File: src/rtl/tds_pkg.sv
// Shared constants, opcodes, sequencer states and control types of the trailed domain store.
package tds_pkg;

    localparam int unsigned ENTRIES   = 64;
    localparam int unsigned IDX_W     = 6;
    localparam int unsigned CNT_W     = 7;
    localparam int unsigned DEPTH_W   = 6;
    localparam int unsigned VALUE_W   = 32;
    localparam int unsigned MAX_DEPTH = 64;

    typedef enum logic [2:0] {
        OP_APPEND        = 3'd0,
        OP_REMOVE        = 3'd1,
        OP_REDUCE        = 3'd2,
        OP_RESTORE_DEPTH = 3'd3,
        OP_RESTORE_INDEX = 3'd4,
        OP_QUERY         = 3'd5
    } t_opcode;

    typedef enum logic [2:0] {
        S_IDLE,
        S_EXEC,
        S_SCAN,
        S_VAL_A,
        S_VAL_B,
        S_VAL_C
    } t_state;

    typedef struct packed {
        logic busy;
        logic accept;
        logic exec;
        logic scan;
        logic val_a;
        logic val_b;
        logic val_c;
    } t_ctrl;

endpackage

File: src/rtl/tds_ctrl.sv
// Sequencer of the trailed domain store: steps one word through execute, scan and readout.
module tds_ctrl
    import tds_pkg::*;
(
    input  logic  i_clk,
    input  logic  i_rst_n,
    input  logic  i_start,
    input  logic  i_scan_last,
    output t_ctrl o_ctrl
);

    t_state r_state;
    t_state n_state;

    always_ff @(posedge i_clk) begin
        if (!i_rst_n) begin
            r_state <= S_IDLE;
        end else begin
            r_state <= n_state;
        end
    end

    always_comb begin
        n_state = r_state;
        case (r_state)
            S_IDLE: begin
                if (i_start) begin
                    n_state = S_EXEC;
                end
            end
            S_EXEC: begin
                n_state = S_SCAN;
            end
            S_SCAN: begin
                if (i_scan_last) begin
                    n_state = S_VAL_A;
                end
            end
            S_VAL_A: begin
                n_state = S_VAL_B;
            end
            S_VAL_B: begin
                n_state = S_VAL_C;
            end
            S_VAL_C: begin
                n_state = S_IDLE;
            end
            default: begin
                n_state = S_IDLE;
            end
        endcase
    end

    always_comb begin
        o_ctrl        = '0;
        o_ctrl.busy   = (r_state != S_IDLE);
        o_ctrl.accept = (r_state == S_IDLE) && i_start;
        o_ctrl.exec   = (r_state == S_EXEC);
        o_ctrl.scan   = (r_state == S_SCAN);
        o_ctrl.val_a  = (r_state == S_VAL_A);
        o_ctrl.val_b  = (r_state == S_VAL_B);
        o_ctrl.val_c  = (r_state == S_VAL_C);
    end

endmodule

File: src/rtl/trailed_domain_store_core.sv
// One constraint-solver variable domain with a per-entry removal depth trail.
// A word accepted while idle passes through execute, the scan and readout before its result
// is strobed; the scan walks one entry per cycle over the loaded entries, and is still entered
// when none are loaded. busy stays high, and no new word is taken, until the result cycle.
// Reset is synchronous and active low: counts clear and every entry reads as present;
// the value and depth memories are not cleared. The receiver cannot stall the result.
module trailed_domain_store_core
    import tds_pkg::*;
(
    input  logic                      i_clk,
    input  logic                      i_rst_n,
    input  logic                      start,
    output logic                      busy,
    input  logic [2:0]                i_opcode,
    input  logic [IDX_W-1:0]          i_entry_index,
    input  logic [DEPTH_W-1:0]        i_search_depth,
    input  logic signed [VALUE_W-1:0] i_new_value,
    output logic                      o_strobe,
    output logic [CNT_W-1:0]          o_removed_total,
    output logic [CNT_W-1:0]          o_entries_loaded,
    output logic [IDX_W-1:0]          o_first_present_index,
    output logic                      o_any_present,
    output logic signed [VALUE_W-1:0] o_single_value,
    output logic                      o_single_left,
    output logic signed [VALUE_W-1:0] o_indexed_value,
    output logic                      o_op_error
);

    // Sequencer control for the current word.
    t_ctrl ctrl;
    logic  scan_last;

    // Captured word.
    t_opcode              r_op;
    logic [IDX_W-1:0]     r_idx;
    logic [DEPTH_W-1:0]   r_depth;
    logic [VALUE_W-1:0]   r_new_value;

    // Domain state. The present flags live in flops so that reset sets them all at once.
    logic [ENTRIES-1:0]   r_present, n_present;
    logic [CNT_W-1:0]     r_loaded, n_loaded;
    logic [CNT_W-1:0]     r_removed, n_removed;

    // Per-word working registers: error, walk-modify enable, scan pointer and summary.
    logic                 r_err, n_err;
    logic                 r_mod, n_mod;
    logic [IDX_W-1:0]     r_ptr, n_ptr;
    logic                 r_found, n_found;
    logic [IDX_W-1:0]     r_first, n_first;
    logic [1:0]           r_pcnt, n_pcnt;
    logic [VALUE_W-1:0]   r_single;

    // Memories and their ports. Both have one write and one registered read per cycle.
    logic [VALUE_W-1:0]   value_mem [ENTRIES];
    logic [DEPTH_W-1:0]   depth_mem [ENTRIES];
    logic                 value_we;
    logic [IDX_W-1:0]     value_raddr;
    logic [VALUE_W-1:0]   r_value_rd;
    logic                 depth_we;
    logic [IDX_W-1:0]     depth_waddr;
    logic [IDX_W-1:0]     depth_raddr;
    logic [DEPTH_W-1:0]   r_depth_rd;

    // Scan helpers for the entry under the pointer.
    logic                 scan_hit;
    logic                 scan_cur;
    logic                 scan_new;
    logic                 idx_ok;
    logic                 depth_ok;

    tds_ctrl u_ctrl (
        .i_clk       (i_clk),
        .i_rst_n     (i_rst_n),
        .i_start     (start),
        .i_scan_last (scan_last),
        .o_ctrl      (ctrl)
    );

    assign busy = ctrl.busy;

    // The walk covers entries 0 to loaded-1; an empty domain still passes through the scan.
    assign scan_hit  = ({1'b0, r_ptr} < r_loaded);
    assign scan_last = (r_loaded == '0) || ({1'b0, r_ptr} == (r_loaded - CNT_W'(1)));
    assign scan_cur  = r_present[r_ptr];
    assign idx_ok    = ({1'b0, r_idx} < r_loaded);
    assign depth_ok  = ({1'b0, r_depth} < CNT_W'(MAX_DEPTH));

    // The depth memory is read at the word's index on accept (for restore index),
    // at entry 0 during execute, and one entry ahead of the pointer during the scan.
    always_comb begin
        if (ctrl.scan) begin
            depth_raddr = r_ptr + IDX_W'(1);
        end else if (ctrl.exec) begin
            depth_raddr = '0;
        end else begin
            depth_raddr = i_entry_index;
        end
    end

    // The value memory is read at the first present entry, then at the word's index.
    assign value_raddr = ctrl.val_a ? r_first : r_idx;

    always_comb begin
        n_present   = r_present;
        n_loaded    = r_loaded;
        n_removed   = r_removed;
        n_err       = r_err;
        n_mod       = r_mod;
        n_ptr       = r_ptr;
        n_found     = r_found;
        n_first     = r_first;
        n_pcnt      = r_pcnt;
        value_we    = 1'b0;
        depth_we    = 1'b0;
        depth_waddr = r_idx;
        scan_new    = scan_cur;

        if (ctrl.exec) begin
            n_err   = 1'b0;
            n_mod   = 1'b0;
            n_ptr   = '0;
            n_found = 1'b0;
            n_first = '0;
            n_pcnt  = '0;
            case (r_op)
                OP_APPEND: begin
                    if (r_loaded >= CNT_W'(ENTRIES)) begin
                        n_err = 1'b1;
                    end else begin
                        value_we = 1'b1;
                        n_present[r_loaded[IDX_W-1:0]] = 1'b1;
                        n_loaded = r_loaded + CNT_W'(1);
                    end
                end
                OP_REMOVE: begin
                    if (!idx_ok || !depth_ok || !r_present[r_idx]) begin
                        n_err = 1'b1;
                    end else begin
                        depth_we         = 1'b1;
                        n_present[r_idx] = 1'b0;
                        n_removed        = r_removed + CNT_W'(1);
                    end
                end
                OP_REDUCE: begin
                    if (!idx_ok || !depth_ok) begin
                        n_err = 1'b1;
                    end else begin
                        n_mod = 1'b1;
                    end
                end
                OP_RESTORE_DEPTH: begin
                    if (!depth_ok) begin
                        n_err = 1'b1;
                    end else begin
                        n_mod = 1'b1;
                    end
                end
                OP_RESTORE_INDEX: begin
                    if (!idx_ok || !depth_ok || r_present[r_idx] || (r_depth_rd != r_depth)) begin
                        n_err = 1'b1;
                    end else begin
                        n_present[r_idx] = 1'b1;
                        n_removed        = r_removed - CNT_W'(1);
                    end
                end
                OP_QUERY: begin
                end
                default: begin
                    n_err = 1'b1;
                end
            endcase
        end

        if (ctrl.scan) begin
            n_ptr = r_ptr + IDX_W'(1);
            if (scan_hit) begin
                // Reduce removes every other present entry; restore depth brings back
                // the entries stamped with this depth. r_depth_rd holds depth_mem[r_ptr].
                if (r_mod && (r_op == OP_REDUCE) && scan_cur && (r_ptr != r_idx)) begin
                    scan_new    = 1'b0;
                    depth_we    = 1'b1;
                    depth_waddr = r_ptr;
                    n_removed   = r_removed + CNT_W'(1);
                end else if (r_mod && (r_op == OP_RESTORE_DEPTH) && !scan_cur &&
                             (r_depth_rd == r_depth)) begin
                    scan_new  = 1'b1;
                    n_removed = r_removed - CNT_W'(1);
                end
                n_present[r_ptr] = scan_new;
                if (scan_new) begin
                    if (!r_found) begin
                        n_found = 1'b1;
                        n_first = r_ptr;
                    end
                    // Only "none", "one" and "more than one" matter.
                    if (r_pcnt != 2'd2) begin
                        n_pcnt = r_pcnt + 2'd1;
                    end
                end
            end
        end
    end

    always_ff @(posedge i_clk) begin
        if (!i_rst_n) begin
            r_present <= '1;
            r_loaded  <= '0;
            r_removed <= '0;
            r_err     <= 1'b0;
            r_mod     <= 1'b0;
            r_ptr     <= '0;
            r_found   <= 1'b0;
            r_first   <= '0;
            r_pcnt    <= '0;
            o_strobe  <= 1'b0;
        end else begin
            r_present <= n_present;
            r_loaded  <= n_loaded;
            r_removed <= n_removed;
            r_err     <= n_err;
            r_mod     <= n_mod;
            r_ptr     <= n_ptr;
            r_found   <= n_found;
            r_first   <= n_first;
            r_pcnt    <= n_pcnt;
            o_strobe  <= ctrl.val_c;
        end
    end

    // Word capture and result payload need no reset.
    always_ff @(posedge i_clk) begin
        if (ctrl.accept) begin
            r_op        <= t_opcode'(i_opcode);
            r_idx       <= i_entry_index;
            r_depth     <= i_search_depth;
            r_new_value <= i_new_value;
        end
        if (ctrl.val_b) begin
            r_single <= r_value_rd;
        end
        if (ctrl.val_c) begin
            o_removed_total       <= r_removed;
            o_entries_loaded      <= r_loaded;
            o_first_present_index <= r_found ? r_first : '0;
            o_any_present         <= r_found;
            o_single_value        <= (r_pcnt == 2'd1) ? r_single : '0;
            o_single_left         <= (r_pcnt == 2'd1);
            o_indexed_value       <= idx_ok ? r_value_rd : '0;
            o_op_error            <= r_err;
        end
    end

    always_ff @(posedge i_clk) begin
        if (value_we) begin
            value_mem[r_loaded[IDX_W-1:0]] <= r_new_value;
        end
        r_value_rd <= value_mem[value_raddr];
    end

    always_ff @(posedge i_clk) begin
        if (depth_we) begin
            depth_mem[depth_waddr] <= r_depth;
        end
        r_depth_rd <= depth_mem[depth_raddr];
    end

endmodule

File: config.mk
export PLATFORM = sky130hd
export DESIGN_NAME = trailed_domain_store_core
export DESIGN_NICKNAME = d
export VERILOG_FILES = /design/src/rtl/tds_pkg.sv /design/src/rtl/tds_ctrl.sv /design/src/rtl/trailed_domain_store_core.sv
export SDC_FILE = /design/constraint.sdc
export NUM_CORES = 2
export LEC_CHECK = 0
export ABC_CLOCK_PERIOD_IN_PS = 14200
export BUFFER_PORTS_ARGS = -buffer_cell sky130_fd_sc_hd__buf_2
export CAP_MARGIN = 20
export CORE_ASPECT_RATIO = 1.25
export CORE_MARGIN = 2
export CORE_UTILIZATION = 30
export DETAILED_ROUTE_END_ITERATION = 8
export GPL_ROUTABILITY_DRIVEN = 0
export PLACE_DENSITY = 0.5
export SYNTH_ARGS = -nofsm -noshare
export SYNTH_HDL_FRONTEND = slang
export SYNTH_SLANG_ARGS = --single-unit
File: constraint.sdc
create_clock -name i_clk -period 14.2 [get_ports i_clk]
set_input_delay 1.42 -clock i_clk [delete_from_list [all_inputs] [get_ports i_clk]]
set_output_delay 1.42 -clock i_clk [all_outputs]
set_load 0.01 [all_outputs]
==> reports/qor.csv <==
metric,value,unit
Global Route Usage Sum,0.179,
area of the die,0.377,mm2
Synth area leaders,"edfxtp_1, nand2_1, a311oi_1",
worst-path fanout max,118,
Mapped Cells,8383,
RR Endpoint,r_value_rd[21],
Post-Syn Nets,8449,
CTS root buf,clkbuf_16,
Critical Path Sink Type,register,
vias in the first global route,69700,
register bit total from synthesis,2735,
Crit path arrival time,7.42,ns
Max Cap Violations,0,
Worst-path clk slew,0.06,ns
"Core Util, Final",0.346,
Clock Skews,0.0614,ns
Max Slew Vio Count,0,
"Cell Area, Synth",0.111,mm2
Final Worst Setup Slack,7.50,ns
largest net degree at the start of global routing,152,
Max Clk Rate,149,MHz
DR pass1 iterations,6,
post-synthesis sequential area ratio,0.724,
Syn Area/Cell,13.3,um2
outcome,finished clean,
Die X,549,um
Pleak,42.4,nW
floorplan row count,250,
Placed Cells,13000,
Setup Buffers After CTS,0,
Final nets,8504,
leading area contributor after synthesis,edfxtp_1,
drt drc,0,
RR Startpoint,u_ctrl.r_state[0],
slew at the pin with the worst max-slew slack,1.21,ns
Synth async-reset ratio,0,
Num Clock Sinks,2735,
hpwl dp,188,mm
reg2reg path depth,10,
register-to-register path setup slack,7.50,ns
pwr dens,152,mW/mm2
Port Buffers,138,
Worst-Skew Late Latency,0.91,ns
startpoint types,register,
worst slack at placement,7.52,ns
final setup fails,0,
unrepaired setup endpoints after global routing,false,
initial antenna violation count,13,
Max VDD drop,0.0793,mV
Yosys top cell area share,0.700,
period utilization,0.472,
WHS Path Cells,2,
first-pass GRT wire length,499,mm
via/cell ratio,5.26,
critical path type,register to register,
DIE HEIGHT,686,um
Synth Warn #,0,
"Primary FF master, synth",edfxtp_1,
Fin. Hold Viols,0,
Total Wirelength,348,mm
post-route ant nets,0,
average wire per standard cell,25.6,um
CTS tree,built,
io pins,139,
Netlist cell types,79,
H-tree level count,5,
hold endpoint,r_mod,
DR vias,71500,
HP Start,r_mod,
hold-fix buffer count after cts,0,
fin crit period,6.70,ns
max_slew headroom,0.191,
Non-Filler Instances,13600,
cts repair resizes,0,
worst min-delay path class,register to register,
Max Root-Sink Buffers,4,
DR iter-0 viols,7230,
Critical Path RT,14.92,ns
total CTS buffers,301,
"EDFF count, synth",2598,
share of cells above drive strength 1,0.119,
setup TNS,0,ns
Core ar.,0.370,mm2
Layout area overhead,15.0,%
Initial Utilization,0.301,
GRT overflow,0,
==> worst max-delay path: stages, from the launching register on <==
cell and delay [ns]:
dfxtp_1 0.96, nand2_1 0.79, mux2_8 0.98, buf_4 0.78, buf_12 0.57, buf_4 0.65, a311oi_1 0.21, a31oi_1 0.30
a211oi_1 0.15, a211oi_2 0.82, a21oi_1 0.09
==> report_power, final <==
part / internal (mW) / switching, mW / leakage [nW]
Sequential: 9.06 / 0.143 / 24.5
Combinational: 0.724 / 1.78 / 13.1
Clock: 4.53 / 3.25 / 4.74
Total: 14.3 / 5.18 / 42.4
==> cell type report <==
type	count	area, um2
diodes	8	20.0
clock buffers	383	8130
clock inverters	161	1540
fillers	35900	242000
inverters	18	67.6
multi-input cells	5015	28900
flip-flops and latches	2735	80800
well taps	4914	6150
repair buffers	367	2590
==> state kept, by name (all words and copies together), names as in the netlist, 7 cells and up <==
signal	flops
o_entries_loaded	7
r_value_rd	32
depth_mem	384
r_loaded	7
o_indexed_value	32
o_single_value	32
r_single	32
r_present	64
o_removed_total	7
value_mem	2048
r_removed	7
r_new_value	32
==> synth_stat cells, types with 14 or more instances <==
library cell,instances
a211oi_1,106
buf_2,100
a32oi_1,24
nor2_1,244
a21oi_1,241
nand3_1,546
edfxtp_1,2598
a31oi_1,159
buf_1,47
nand2b_1,19
mux4_2,109
a311oi_1,407
xnor2_1,23
ha_1,16
dfxtp_1,137
clkbuf_1,458
and3_1,269
mux2i_1,153
o41ai_1,23
o21ai_0,92
nor3_1,43
nand2_1,2247
mux2_2,14
and2_1,82
==> logic make-up after synthesis <==
| group | count (synthesis) | synth area share |
|---|---|---|
| xor gates and xnor gates | 35 | 0.00275 |
| muxes | 278 | 0.0376 |
| and+or+nand+nor | 3539 | 0.137 |
| buffers and inverters | 633 | 0.0229 |
| adders and majority gates | 17 | 0.00189 |
| DFF | 2735 | 0.724 |
| AOI/OAI and AO/OA | 1146 | 0.0733 |
==> worst max path at each step <==
| stage | to | slack (ns) | cells past startpoint | start |
|---|---|---|---|---|
| 2_1_floorplan | value_mem[0][0] | 8.80 | 7 | r_op[2] |
| 3_3_place_gp | r_value_rd[19] | 6.92 | 10 | u_ctrl.r_state[0] |
| 3_5_place_dp | r_value_rd[21] | 7.52 | 10 | u_ctrl.r_state[0] |
| 4_1_cts | r_value_rd[21] | 7.49 | 10 | u_ctrl.r_state[0] |
| 5_1_grt | r_value_rd[21] | 7.23 | 10 | u_ctrl.r_state[0] |
| 6_report | r_value_rd[21] | 7.50 | 10 | u_ctrl.r_state[0] |
==> per-layer routing <==
layer  share of wire  routed length, um  global-route usage
met5        0.000078                 27                   0
met3           0.062              21600              0.0255
met1            0.41             143000               0.234
met4           0.036              12600              0.0638
met2            0.49             170000               0.302
==> layout by cell type (no fill, tap or decap), types with 147 or more instances in the layout <==
cell type	synthesis	layout
and3_1	269	267
nand2_1	2247	2246
a31oi_1	159	159
mux2i_1	153	147
edfxtp_1	2598	2598
nand3_1	546	546
buf_4	6	213
nor2_1	244	180
a311oi_1	407	407
a21oi_1	241	237
clkbuf_16	0	310
==> metrics by stage <==
stage                     area (um2)  hold slack, ns  total power, mW
after CTS                     128000           0.452             19.7
final                         128000           0.452             19.5
after detailed placement      118000           0.445             11.9
after floorplan               111000           0.400             10.9
after global placement        118000           0.443             11.9
after global routing          128000           0.481             20.1
(Power assumes the default switching activity.)
